$ cat config.mk
export PLATFORM = sky130hd
export DESIGN_NAME = bht_queue
export DESIGN_NICKNAME = d
export VERILOG_FILES = /design/src/rtl/core/assert_macros.svh /design/src/rtl/core/bht_pkg.sv /design/src/rtl/core/bht_queue.sv
export SDC_FILE = /design/constraint.sdc
export NUM_CORES = 1
export LEC_CHECK = 0
export ABC_AREA = 0
export BUFFER_PORTS_ARGS = -buffer_cell sky130_fd_sc_hd__buf_2
export CAP_MARGIN = 20
export CORE_AREA = 2 2 39 41
export CTS_CLUSTER_DIAMETER = 100
export CTS_CLUSTER_SIZE = 28
export DETAILED_ROUTE_END_ITERATION = 8
export DIE_AREA = 0 0 41 43
export GPL_TIMING_DRIVEN = 1
export PLACE_DENSITY = 0.5
export RECOVER_POWER = 100
export SYNTH_ARGS = -nofsm -noshare
export SYNTH_HDL_FRONTEND = slang
export SYNTH_SLANG_ARGS = --single-unit
$ cat constraint.sdc
create_clock -name clk -period 2.2 [get_ports clk]
set_input_delay 0.44 -clock clk [delete_from_list [all_inputs] [get_ports clk]]
set_output_delay 0.44 -clock clk [all_outputs]
set_load 0.02 [all_outputs]
$ cat src/rtl/core/assert_macros.svh
// assertion macros used by the core top level
`ifndef ASSERT_MACROS_SVH
`define ASSERT_MACROS_SVH

// ante true at an edge requires cons at that same edge
`define ASSERT_IMPLIES(label, clk, rst_n, ante, cons) \
	label: assert property (@(posedge clk) disable iff (!rst_n) (ante) |-> (cons)) \
		else $error("implication check failed");

// ante true at an edge requires cons at the next edge
`define ASSERT_NEXT(label, clk, rst_n, ante, cons) \
	label: assert property (@(posedge clk) disable iff (!rst_n) (ante) |=> (cons)) \
		else $error("next cycle check failed");

// cond must never hold
`define ASSERT_NEVER(label, clk, rst_n, cond) \
	label: assert property (@(posedge clk) disable iff (!rst_n) !(cond)) \
		else $error("forbidden condition seen");

`endif

$ cat src/rtl/core/bht_pkg.sv
// types and constants of the bucketed hash table
`timescale 1ns / 1ps

package bht_pkg;

	localparam int HASH_W      = 32;
	localparam int DATA_W      = 32;
	localparam int SIZE_DEF    = 16;
	localparam int QUEUE_DEPTH = 2;
	localparam int NIB_W       = 4;
	localparam int MOD_STEPS   = HASH_W / NIB_W;
	localparam int STEP_W      = $clog2(MOD_STEPS);

	typedef enum logic [1:0] {
		OP_INSERT = 2'd0,
		OP_FIND   = 2'd1,
		OP_REMOVE = 2'd2
	} op_t;

	typedef enum logic [1:0] {
		F_IDLE,
		F_MOD,
		F_PUSH
	} front_state_t;

	typedef enum logic [1:0] {
		B_CLEAR,
		B_IDLE,
		B_SCAN
	} back_state_t;

	typedef struct packed {
		logic              fail;
		op_t               op;
		logic [HASH_W-1:0] hash;
		logic [DATA_W-1:0] data;
	} req_t;

endpackage

$ cat src/rtl/core/bht_queue.sv
// small fifo between the front end and the table engine
`timescale 1ns / 1ps

module bht_queue #(
	parameter int W     = 1,
	parameter int DEPTH = bht_pkg::QUEUE_DEPTH
) (
	input  logic          clk,
	input  logic          arst_n,
	input  logic          push,
	input  logic [W-1:0]  wdata,
	input  logic          pop,
	output logic          full,
	output logic          empty,
	output logic [W-1:0]  rdata
);

	localparam int PTR_W = (DEPTH > 1) ? $clog2(DEPTH) : 1;
	localparam int CNT_W = $clog2(DEPTH + 1);

	logic [W-1:0]     mem_q [DEPTH];
	logic [PTR_W-1:0] wr_q, rd_q;
	logic [CNT_W-1:0] cnt_q;

	assign full  = (cnt_q == CNT_W'(DEPTH));
	assign empty = (cnt_q == '0);
	assign rdata = mem_q[rd_q];

	always_ff @(posedge clk) begin
		if (push) mem_q[wr_q] <= wdata;
	end

	always_ff @(posedge clk or negedge arst_n) begin
		if (!arst_n) begin
			wr_q  <= '0;
			rd_q  <= '0;
			cnt_q <= '0;
		end else begin
			if (push) wr_q <= (wr_q == PTR_W'(DEPTH - 1)) ? '0 : wr_q + 1'b1;
			if (pop) rd_q <= (rd_q == PTR_W'(DEPTH - 1)) ? '0 : rd_q + 1'b1;
			if (push && !pop) begin
				cnt_q <= cnt_q + 1'b1;
			end else if (pop && !push) begin
				cnt_q <= cnt_q - 1'b1;
			end
		end
	end

endmodule

* Yosys cells after proc, flatten, opt, wreduce, memory -nomap -nowiden *
Memories as Yosys holds them, arrays and structs flattened.
Cells that the tools add are included.
Widths: inputs -> output; s select.

cells by class
  mux-type cells = 6
  add/sub/neg operators = 4
  reduce and logical (&&, ||, !) cells = 6
  equal/unequal tests = 1

operators with widths
  operator             number
  $mux 1               4
  $mux 2               2
  $add 1x1->1 const B  2
  $add 2x1->2 const B  1
  $eq 2x2->1 const B   1
  $logic_and 1x1->1    2
  $logic_not 1->1      2
  $logic_not 2->1      1
  $reduce_bool 2->1    1
  $sub 2x1->2 const B  1

word-level totals
  input port bits = 5
  memories kept = 1
  output and inout bits = 3
  flip-flop bits (word level) = 4
  memory bits (writable) = 2

memory list
  memory  depth  bits a word  rd ports  clocked after Yosys merged registers in  write ports  RTL line         RTL
  mem_q   2      1            1         0                                        1            bht_queue.sv:21  logic [W-1:0] mem_q [DEPTH];

* Longest topological paths before layout *
  depth in word-level cells = 4
  mapped depth = 5
  gate-level depth less buffers = 5

* Worst setup path before layout *
OpenSTA, ideal clock, no wires.

  kind = register -> output
  start = reg rd_q
  end = out rdata
  cell stages (with the launch flop) = 2
  data required time = 1,760 ps
  setup slack = 1,032 ps
  buffers on the path = 0
  arrival time = 728 ps
  cells stage by stage = dfrtp_1 -> mux2_2

on the way
  longest elaborated chain between the ends = 1

RTL lines
  what                    RTL line         RTL
  start, declared         bht_queue.sv:22  logic [PTR_W-1:0] wr_q, rd_q;
  start signal, assigned  bht_queue.sv:40  if (pop) rd_q <= (rd_q == PTR_W'(DEPTH - 1)) ? '0 : rd_q + 1'b1;
  $mem_v2 2x1             n/a
  end, declared           bht_queue.sv:15  output logic [W-1:0] rdata

No other way between the ends.

* Final worst setup path *
Same ends and word-level chain as after synthesis.

==> impl_metrics.json <==
{
  "run_status": "finished, final reports clean",
  "rsz0062_at_grt": "no",
  "fin_setup_tns_ns": 0,
  "cp-start-kind": "flop",
  "grt_start_max_net_pins": 5,
  "area_delta_synth_final_pct": 31.25,
  "intPower_uw": 287.9,
  "yosysSeqAreaShare_pct": 61.54,
  "path_buf_inv": 1,
  "powerDensity_mw_per_mm2": 1287,
  "synthMuxAreaShare_pct": 4.327,
  "first_global_vias": 172,
  "fill_cells": 149,
  "combPwrFrac_pct": 31.6,
  "dieArea_mm2": 0.001763,
  "hold_path.class": "in2reg",
  "fin_cells": 46,
  "post-place-cells": 42,
  "wire_per_inst_um": 9.674,
  "finalSetupViolCount": 0,
  "drive_above_1_share_pct": 23.33,
  "swShare_pct": 34.53,
  "top_layer": "met3",
  "tritoncts": "yes",
  "critical_path_class": "reg2out",
  "diodes": 0,
  "io_pins": 8,
  "overflow": 0,
  "gp_congestion": 0.7008,
  "insertion_delay_ns": 0.24,
  "slew_headroom_pct": 83.29,
  "ir_worst_vdd_uv": 515.1,
  "ys_types": 11,
  "synth-simple-area-share_pct": 11.06,
  "pwr-share-clk_pct": 22.5,
  "grt_pass1_wl_um": 703,
  "antenna_found_initial": 0,
  "postCtsSetupBuffers": 0,
  "viasPerCell": 3.609,
  "maxSlewViolCount": 0,
  "synth_fp_nets": 25,
  "crit_fanout": 2,
  "nets": 38,
  "yosys.area_share.adder_pct": 4.808,
  "fmax_ghz": 0.6486,
  "timing_worst_slew_pin_value_ns": 0.2518,
  "synth_top_family_by_area": "XOR/XNOR gates",
  "cts-root-buf": "clkbuf_4",
  "leakage_uw": 0.0001478,
  "crit_path_cell_trace": "mux2_2 > clkbuf_1",
  "drtIter0Drc": 0,
  "fin_crit_sh_pct": 70.08,
  "crit_family": "flip-flops",
  "cts.sinks": 6,
  "wl_met2_um": 162,
  "cp-end-kind": "primary output",
  "route.met3.wl_um": 44,
  "fp.dieW_um": 41,
  "syn_area_per_cell_um2": 13.70,
  "synth_cells": 19,
  "core_mm2": 0.001384,
  "ys_ff_latch": 6,
  "synth-compound-area-share_pct": 0,
  "power.switching_uw": 151.8,
  "skew_ns": 0.001268,
  "cts-buffers-inserted": 3,
  "port-buffer-count": 7,
  "min_period_ns": 1.542,
  "clk_pin_slew_ns": 0.04,
  "drt-total-wl_um": 445,
  "maxCapViolations": 0,
  "cts_resized": 0,
  "vias": 166,
  "ctsHtreeMaxLevel": 1,
  "synth.yosys.warnings": 0,
  "dr.pass1.iters": 1,
  "wirelength_met1_um": 239,
  "fp-row-count": 14,
  "floorplan.initialDensity_pct": 18.81,
  "synth-xor-area-share_pct": 16.83,
  "finalHoldViolations": 0,
  "syn_area_um2": 260.3,
  "die_y_um": 43,
  "clock_path_buffers": 2,
  "track_usage_pct": 6.680,
  "cp.required_ns": 1.76,
  "route.detailed.drc": 0,
  "critical_path.max_stage_delay_ns": 0.36,
  "cp_slowest_cell": "dfrtp_1",
  "worstPathArrival_ns": 1.10,
  "postRouteAntennaNets": 0,
  "seqPwrFrac_pct": 45.9
}
## metal layers
| layer | up-vias | track usage [%] |
|---|---|---|
| met5 | - | 0 |
| met4 | 0 | 4.000 |
| met3 | 0 | 6.283 |
| met2 | 8 | 7.500 |
| met1 | 76 | 7.921 |
| li1 | 82 | - |
## timing repair
item | CTS | global route
setup endpoints to repair | 0 | 0
hold endpoints to repair | 4 | 0
hold buffers | 1 | 0
## placed cells by master (no fill, tap or decap)
cell type,Yosys,final
and2_0,0,1
and2b_2,1,1
buf_2,0,2
clkbuf_1,0,5
clkbuf_4,0,3
dfrtp_1,4,4
dlygate4sd3_1,0,1
edfxtp_1,2,2
ha_1,1,1
inv_1,1,1
mux2_2,1,1
nor2_1,2,2
nor2b_1,1,1
xnor2_1,1,1
xor2_1,4,4
## cell type report
type	count	area, µm²	area share (%)
Clock buffer	3	22.52	6.593
Sequential cell	6	160.2	46.89
Tap cell	16	20.02	5.861
Multi-Input combinational cell	12	96.34	28.21
Timing Repair Buffer	8	38.79	11.36
Inverter	1	3.754	1.099
## power groups by stage
stage                     Clock (µW)  Sequential [µW]  Combinational (µW)
final                           99.0              202                 139
after global routing             108              209                 155
after CTS                        104              202                 149
after detailed placement           0              203                 146
after global placement             0              198                 142
after floorplan                    0              194                 108
## logic make-up (layout without fill, tap and decap cells)
| family | Yosys count | in the layout |
|---|---|---|
| XOR/XNOR | 5 | 5 |
| multiplexers | 1 | 1 |
| flip-flops | 6 | 6 |
| adder cells (fa/ha/maj) | 1 | 1 |
| buffers and inverters | 1 | 12 |
| AND/OR/NAND/NOR | 5 | 5 |
## state kept, by name, summed over array words and instances (netlist names)
| register | flops |
|---|---|
| wr_q | 1 |
| rd_q | 1 |
| cnt_q | 2 |
| mem_q | 2 |
## path summary, 6_finish.rpt
kind,slack [ns],startpoint,cells past startpoint,endpoint
setup / recovery,0.66,rd_q,2,rdata
hold reg to reg,0.49,rd_q,1,rd_q
max in group asynchronous,1.45,arst_n,2,cnt_q[1]
hold / removal,0.39,wdata,1,mem_q[1]
setup reg to reg,1.26,cnt_q[0],3,cnt_q[1]
min in group asynchronous,0.57,arst_n,2,cnt_q[0]
## through the flow
step	total power [µW]	worst slack, ns	utilization (%)	cell area [µm²]	hold WS [ns]
after floorplan	302.6	1.032	-	260.3	0.1444
after global placement	340.1	0.9418	22.78	315.3	0.2458
after detailed placement	349.0	0.9265	22.78	315.3	0.2534
after CTS	456.0	0.6539	25.14	347.8	0.3810
after global routing	472.6	0.5881	24.68	341.6	0.3788
final	439.7	0.6583	24.68	341.6	0.3883
## cells in the mapped netlist
master    instances  share of area [%]
inv_1             1                1.4
edfxtp_1          2                 23
ha_1              1                4.8
xor2_1            4                 13
mux2_2            1                4.3
and2_1            1                2.4
nor2_1            2                2.9
and2b_2           1                3.4
nor2b_1           1                2.4
dfrtp_1           4                 38
xnor2_1           1                3.4
Power figures use the tool's default switching activity.
