<file path="config.mk">
export PLATFORM = sky130hd
export DESIGN_NAME = bht_front
export DESIGN_NICKNAME = d
export VERILOG_FILES = /design/src/rtl/core/assert_macros.svh /design/src/rtl/core/bht_pkg.sv /design/src/rtl/core/bht_front.sv
export SDC_FILE = /design/constraint.sdc
export NUM_CORES = 1
export LEC_CHECK = 0
export ABC_AREA = 1
export BUFFER_PORTS_ARGS = -buffer_cell sky130_fd_sc_hd__buf_2
export CAP_MARGIN = 20
export CORE_MARGIN = 10
export CORE_UTILIZATION = 36
export CTS_CLUSTER_DIAMETER = 150
export CTS_CLUSTER_SIZE = 20
export DETAILED_ROUTE_END_ITERATION = 8
export PLACE_DENSITY = 0.7
export REMOVE_ABC_BUFFERS = 1
export SYNTH_ARGS = -nofsm -noshare
export SYNTH_HDL_FRONTEND = slang
export SYNTH_SLANG_ARGS = --single-unit
</file>
<file path="constraint.sdc">
create_clock -name clk -period 1.8 [get_ports clk]
set_input_delay 0.27 -clock clk [delete_from_list [all_inputs] [get_ports clk]]
set_output_delay 0.27 -clock clk [all_outputs]
set_load 0.03 [all_outputs]
</file>
<file path="src/rtl/core/assert_macros.svh">
// assertion macros used by the core top level
`ifndef ASSERT_MACROS_SVH
`define ASSERT_MACROS_SVH

// ante true at an edge requires cons at that same edge
`define ASSERT_IMPLIES(label, clk, rst_n, ante, cons) \
	label: assert property (@(posedge clk) disable iff (!rst_n) (ante) |-> (cons)) \
		else $error("implication check failed");

// ante true at an edge requires cons at the next edge
`define ASSERT_NEXT(label, clk, rst_n, ante, cons) \
	label: assert property (@(posedge clk) disable iff (!rst_n) (ante) |=> (cons)) \
		else $error("next cycle check failed");

// cond must never hold
`define ASSERT_NEVER(label, clk, rst_n, cond) \
	label: assert property (@(posedge clk) disable iff (!rst_n) !(cond)) \
		else $error("forbidden condition seen");

`endif

</file>
<file path="src/rtl/core/bht_pkg.sv">
// types and constants of the bucketed hash table
`timescale 1ns / 1ps

package bht_pkg;

	localparam int HASH_W      = 32;
	localparam int DATA_W      = 32;
	localparam int SIZE_DEF    = 16;
	localparam int QUEUE_DEPTH = 2;
	localparam int NIB_W       = 4;
	localparam int MOD_STEPS   = HASH_W / NIB_W;
	localparam int STEP_W      = $clog2(MOD_STEPS);

	typedef enum logic [1:0] {
		OP_INSERT = 2'd0,
		OP_FIND   = 2'd1,
		OP_REMOVE = 2'd2
	} op_t;

	typedef enum logic [1:0] {
		F_IDLE,
		F_MOD,
		F_PUSH
	} front_state_t;

	typedef enum logic [1:0] {
		B_CLEAR,
		B_IDLE,
		B_SCAN
	} back_state_t;

	typedef struct packed {
		logic              fail;
		op_t               op;
		logic [HASH_W-1:0] hash;
		logic [DATA_W-1:0] data;
	} req_t;

endpackage

</file>
<file path="src/rtl/core/bht_front.sv">
// front end: takes an item, classifies it and works out its bucket
`timescale 1ns / 1ps

module bht_front #(
	parameter int SIZE = bht_pkg::SIZE_DEF
) (
	input  logic                                 clk,
	input  logic                                 arst_n,
	input  logic                                 start,
	input  logic [1:0]                           req_type,
	input  logic [bht_pkg::HASH_W-1:0]           key_hash,
	input  logic [bht_pkg::DATA_W-1:0]           data_value,
	input  logic                                 clearing,
	input  logic                                 q_full,
	output logic                                 busy,
	output logic                                 push,
	output bht_pkg::req_t                        req,
	output logic [$clog2(SIZE)-1:0]              bucket
);

	localparam int IDX_W = $clog2(SIZE);
	localparam int T_W   = IDX_W + bht_pkg::NIB_W;

	bht_pkg::front_state_t         state_q, state_d;
	bht_pkg::req_t                 req_q;
	logic [bht_pkg::HASH_W-1:0]    sh_q;
	logic [IDX_W-1:0]              rem_q, rem_d;
	logic [bht_pkg::STEP_W-1:0]    step_q;
	logic [T_W-1:0]                t;
	logic                          accept;
	logic                          op_ok;

	assign busy   = (state_q != bht_pkg::F_IDLE) || clearing;
	assign accept = start && !busy;
	assign op_ok  = (req_type == bht_pkg::OP_INSERT) || (req_type == bht_pkg::OP_FIND) ||
		(req_type == bht_pkg::OP_REMOVE);

	// remainder by SIZE, one nibble of the hash per step
	always_comb begin
		t = {rem_q, sh_q[bht_pkg::HASH_W-1 -: bht_pkg::NIB_W]};
		for (int i = bht_pkg::NIB_W - 1; i >= 0; i--) begin
			if (t >= (T_W'(SIZE) << i)) begin
				t = t - (T_W'(SIZE) << i);
			end
		end
		rem_d = t[IDX_W-1:0];
	end

	always_comb begin
		state_d = state_q;
		unique case (state_q)
			bht_pkg::F_IDLE: begin
				if (accept) state_d = bht_pkg::F_MOD;
			end
			bht_pkg::F_MOD: begin
				if (step_q == bht_pkg::STEP_W'(bht_pkg::MOD_STEPS - 1)) state_d = bht_pkg::F_PUSH;
			end
			bht_pkg::F_PUSH: begin
				if (!q_full) state_d = bht_pkg::F_IDLE;
			end
			default: state_d = bht_pkg::F_IDLE;
		endcase
	end

	always_comb begin
		push   = (state_q == bht_pkg::F_PUSH) && !q_full;
		req    = req_q;
		bucket = rem_q;
	end

	always_ff @(posedge clk or negedge arst_n) begin
		if (!arst_n) begin
			state_q <= bht_pkg::F_IDLE;
			step_q  <= '0;
		end else begin
			state_q <= state_d;
			if (accept) begin
				step_q <= '0;
			end else if (state_q == bht_pkg::F_MOD) begin
				step_q <= step_q + 1'b1;
			end
		end
	end

	always_ff @(posedge clk) begin
		if (accept) begin
			req_q.fail <= (key_hash == '0) || !op_ok;
			req_q.op   <= bht_pkg::op_t'(req_type);
			req_q.hash <= key_hash;
			req_q.data <= data_value;
			sh_q       <= key_hash;
			rem_q      <= '0;
		end else if (state_q == bht_pkg::F_MOD) begin
			sh_q  <= sh_q << bht_pkg::NIB_W;
			rem_q <= rem_d;
		end
	end

endmodule

</file>
After elaboration in Yosys (flattened, before gate mapping)
Cells that the tools add are included.
Storage, ports and cells
  register bits after elaboration: 108
  output and inout port bits: 73
  logic and storage cells: 52
Cells by class
  add/subtract/negate cells: 5
  magnitude comparators: 4
  equality and inequality tests: 8
  muxes and demuxes: 12
  reductions and logical operators: 15
Operators by type and width (number)
  two-way mux 32 bit: 2
  zero test 32 bit: 1
  two-way mux 8 bit: 3
  greater-or-equal comparator 8 x 5 -> 1 bit, second input constant: 1
  greater-or-equal comparator 8 x 6 -> 1 bit, second input constant: 1
  greater-or-equal comparator 8 x 7 -> 1 bit, second input constant: 1
  greater-or-equal comparator 8 bit, second input constant: 1
  subtractor 8 x 6 -> 8 bit, second input constant: 1
  subtractor 8 x 7 -> 8 bit, second input constant: 1
  subtractor 8 bit, second input constant: 1
  two-way mux 2 bit: 3
  two-way mux 3 bit: 2
  != test 2 bit, second input constant: 3
  case mux 2 bit (3 select lines): 1
  == test 2 x 1 -> 1 bit, second input constant: 2
  == test 2 bit, second input constant: 2
  zero test 2 bit: 2
  logical OR 1 bit: 4
  two-way mux 4 bit: 1
  nonzero test 2 bit: 2
  subtractor 4 x 1 -> 4 bit, second input constant: 1
  adder 3 x 1 -> 3 bit, second input constant: 1
  == test 3 bit, second input constant: 1
  zero test 1 bit: 3
  other kinds (2): 3

Depth between registers and ports, before layout
  depth after elaboration: 8
  depth in mapped cells: 7
  depth with buffers taken out: 6

Least setup slack after synthesis
No wires, ideal clock.
  path type: flip-flop to flip-flop
  start: register state_q[0]
  end: register step_q[1] (netlist name)
  arrival time: 1.764 ns
  path slack: -0.082 ns
  cell stages (with the launch flop): 8
  buffers on the path: 1
  period minus slack after synthesis: 1.882 ns
  cell sequence: dfrtp_1 buf_6 nor2_4 nand3_4 nand2_1 inv_1 a21oi_1 inv_1
Between the ends
  word-level cells in the longest chain between the ends: 5
RTL lines
  start: declaration: line bht_front.sv:24  | bht_pkg::front_state_t state_q, state_d;
  start signal: assignment: line bht_front.sv:73  | state_q <= bht_pkg::F_IDLE;
  start signal: assignment: line bht_front.sv:76  | state_q <= state_d;
  nonzero test 2 bit: line bht_front.sv:33  | assign busy = (state_q != bht_pkg::F_IDLE) || clearing;
  logical OR 1 bit: line bht_front.sv:33
  zero test 1 bit: line bht_front.sv:34  | assign accept = start && !busy;
  logical AND 1 bit: line bht_front.sv:34
  two-way mux 3 bit or nonzero test 2 bit (tied branches)
  end signal: assignment: line bht_front.sv:80  | step_q <= step_q + 1'b1;
  end: declaration: line bht_front.sv:28  | logic [bht_pkg::STEP_W-1:0] step_q;
Parallel ways exist; a longest one is shown, timed or not.
A chain may end at the register's enable or synchronous reset.

Worst setup path in the final report
  start: register state_q[1]
  end: output push
Between the ends
  word-level cells in the longest chain between the ends: 2
RTL lines
  == test 2 bit: line bht_front.sv:66  | push = (state_q == bht_pkg::F_PUSH) && !q_full;
  logical AND 1 bit: line bht_front.sv:66
  end: declaration: line bht_front.sv:16  | output logic push,
No other way between the ends.

==> results.md <==
- Critical Path Start Type: register
- Via/cell ratio: 4.30
- Clock Sink Count: 108
- Min Clock Period, post-route: 1.69 ns
- Leak: 2.22 nW
- Slowest-stage cell, CP: dfrtp_1
- H-tree depth: 3
- Synth unique cells: 20
- Clk root buf: clkbuf_8
- FP Rows: 38
- Ys Warns: 0
- Starting Density: 36.6%
- Initial antenna violation count: 0
- Hold/Removal Path Class: in -> reg
- CP cell instances: clkinvlp_4 -> nor3_1 -> buf_2
- Critical path capture point type: output pin
- Yosys top cell by area: edfxtp_1
- Reg clk slew, reported paths: around 0.10 ns
- N_diodes: 0
- Num ports: 144
- Buf+Inv Stages, Crit Path: 2
- PwrDens: approximately 1400 nW/um^2
- Pint: 4.84 mW
- Peak VDD IR: just over 0.8 mV
- Final core utilization: 46.8%
- Final wirelength: a little under 9000 um
- # port buffers: 143
- Crit Path Class: reg -> out
- CP max FO: 8
- Mapped Cells: 285
- Gr usage total: 11.4%
- Seq/Total Area, Yosys: around four fifths
- DR pass1 iterations: 4
- Clock power frac: 20.4%
- Reg2reg start: state_q[1]
- EDFF count, synth: 99
- Count leader, synth: nand2_1
- Synth top cells by count: nand2_1, edfxtp_1, nor2_1, inv_1, nand3_1
- Worst Path Arrival: 1.42 ns
- Total power: 7.07 mW
- CP startpoint: state_q[1]
- CTS tree: done
- Sequential power share: between 50% and 60%
- WL per Instance: 15.2 um
- DRC: 0
- CORE AREA: 10800 sq um
- Worst rel slew slack: between 70 and 80%
- Worst Clk Skew: 0.0104 ns
- Share of cells above drive strength 1: 38.3%
- Kind of cell adding the most delay to the critical path: flip-flops
- Psw: 2.23 mW
- Flop and latch count out of synthesis: about 110
- # Max-Cap Violations: 0
- Nets@finish: 512
- Clk_lat worst skew: 0.36 ns
- Die width: 125 um
- Post-synth top area share: 75.2%
- CTS Buf Count: 9
- Max Fclk: 591 MHz
- Worst slew pin tran: 0.328 ns
- Mapped Area: 3960 sq um
- Post-route ant nets: 0
- Post-DP HPWL: 6780 um
- Gate power share: 25.7%
- Die area: around 16000 sq um
- Max-slew violations: 0
- GPL Wtd Cong: between 0.7 and 0.8
- Hold Fails Final Rpt: 0
- DIE HEIGHT: 125 um
- Min-Delay Startpoint: data_value[30]
- Largest net degree at the start of global routing: 68
- Sw Share: 31.5%
- Status: finished, final reports clean
- Final setup fails: 0
- GR Overflow Total: 0
- Largest stage delay, worst path: 0.45 ns
- Async SR Flop Fraction: roughly 4.6%
- Dominant cells by area after synthesis: edfxtp_1, nand2_1, dfrtp_1, nor2_1, dfxtp_1
- Synth Flop Type: edfxtp_1
- Vias in the first global route: 2701
- DR iter-0 viols: 185
- Final period util: 94.1%
- Average size of a mapped cell: roughly 14 sq um
- CTS Buffer Depth: 2
- Global-route wire length before repair: 14200 um
- Crit path required time: roughly 1.5 ns
- Area growth syn-to-layout: 27.8%
- Via count: 2512
-- flip-flops by register name, indices dropped and copies added (netlist names) --
name	flops
state_q	2
step_q	3
req	67
bucket	4
sh_q	32
-- power groups by stage --
| stage | Combinational, mW | Clock (mW) | Sequential, mW |
|---|---|---|---|
| after floorplan | 0.839 | 0 | 4.22 |
| after global placement | 1.79 | 0 | 3.84 |
| after detailed placement | 1.86 | 0 | 3.87 |
| after CTS | 1.86 | 1.50 | 3.82 |
| after global routing | 2.08 | 1.61 | 3.88 |
| final | 1.82 | 1.44 | 3.81 |
-- layout make-up --
cell class / instances / area, sq um
timing repair buffer: 150 / 796
clock inverter: 5 / 61.3
inverter: 18 / 73.8
fill: 995 / 5740
clock buffer: 11 / 131
multi-input combinational: 152 / 641
tap: 140 / 175
sequential: 108 / 3180
-- metrics by stage --
stage / instance area [sq um] / hold WS, ns / setup slack, ns / TNS [ns] / std cells
after floorplan: 3890 / -0.0256 / -0.388 / -26.50 / 278
after global placement: 4850 / 0.0886 / 0.333 / 0 / 567
after detailed placement: 4850 / 0.0878 / 0.245 / 0 / 567
after CTS: 5050 / 0.0484 / 0.106 / 0 / 584
after global routing: 5060 / 0.0389 / -0.00455 / -0.00455 / 584
final: 5060 / 0.0754 / 0.107 / 0 / 584
-- final timing paths --
path	cells past startpoint	to	slack, ns
min in group asynchronous	2	state_q[0]	0.24
hold / removal	1	req[30]	0.08
setup reg to reg	4	sh_q[10]	0.23
hold reg to reg	2	step_q[1]	0.50
setup / recovery	3	push	0.11
max in group asynchronous	2	step_q[1]	1.43
-- logic make-up (layout without fill, tap and decap cells) --
kind of cell               after synthesis  count (layout)  share of synthesized area (%)
AOI/OAI and AO/OA                        6               6                          0.759
xor gates and xnor gates                 1               1                          0.221
adders and majority gates                2               2                          0.633
buffers and inverters                   25             184                           3.45
DFF                                    108             108                           80.4
and+or+nand+nor                        143             143                           14.6
-- what timing repair did --
action,in CTS,in global routing
gates resized for setup,0,1
hold buffers,1,0
buffers inserted,0,0
setup endpoints to repair,0,1
endpoints found under the hold margin,5,0
-- routing by layer --
layer  track usage [%]  vias to the layer above  part of all wire, %
met4              3.25                        0                 0.83
met3              5.19                        6                  8.7
met2              18.7                       85                   49
met5                 0                        -                    0
met1              13.2                     1158                   41
li1                  -                     1263                    -
-- placed cells by master, fill, tap and decap left out, types with 2 or more instances in the layout --
master	count
inv_1	16
nor2_2	3
nand3_1	6
buf_2	143
edfxtp_1	99
clkbuf_8	9
buf_12	2
clkinvlp_4	2
o21ai_0	4
ha_1	2
dfrtp_1	5
clkbuf_1	2
a21oi_1	2
nor2_1	24
buf_4	4
dfxtp_1	4
nand2_1	106
(Power assumes the default switching activity.)
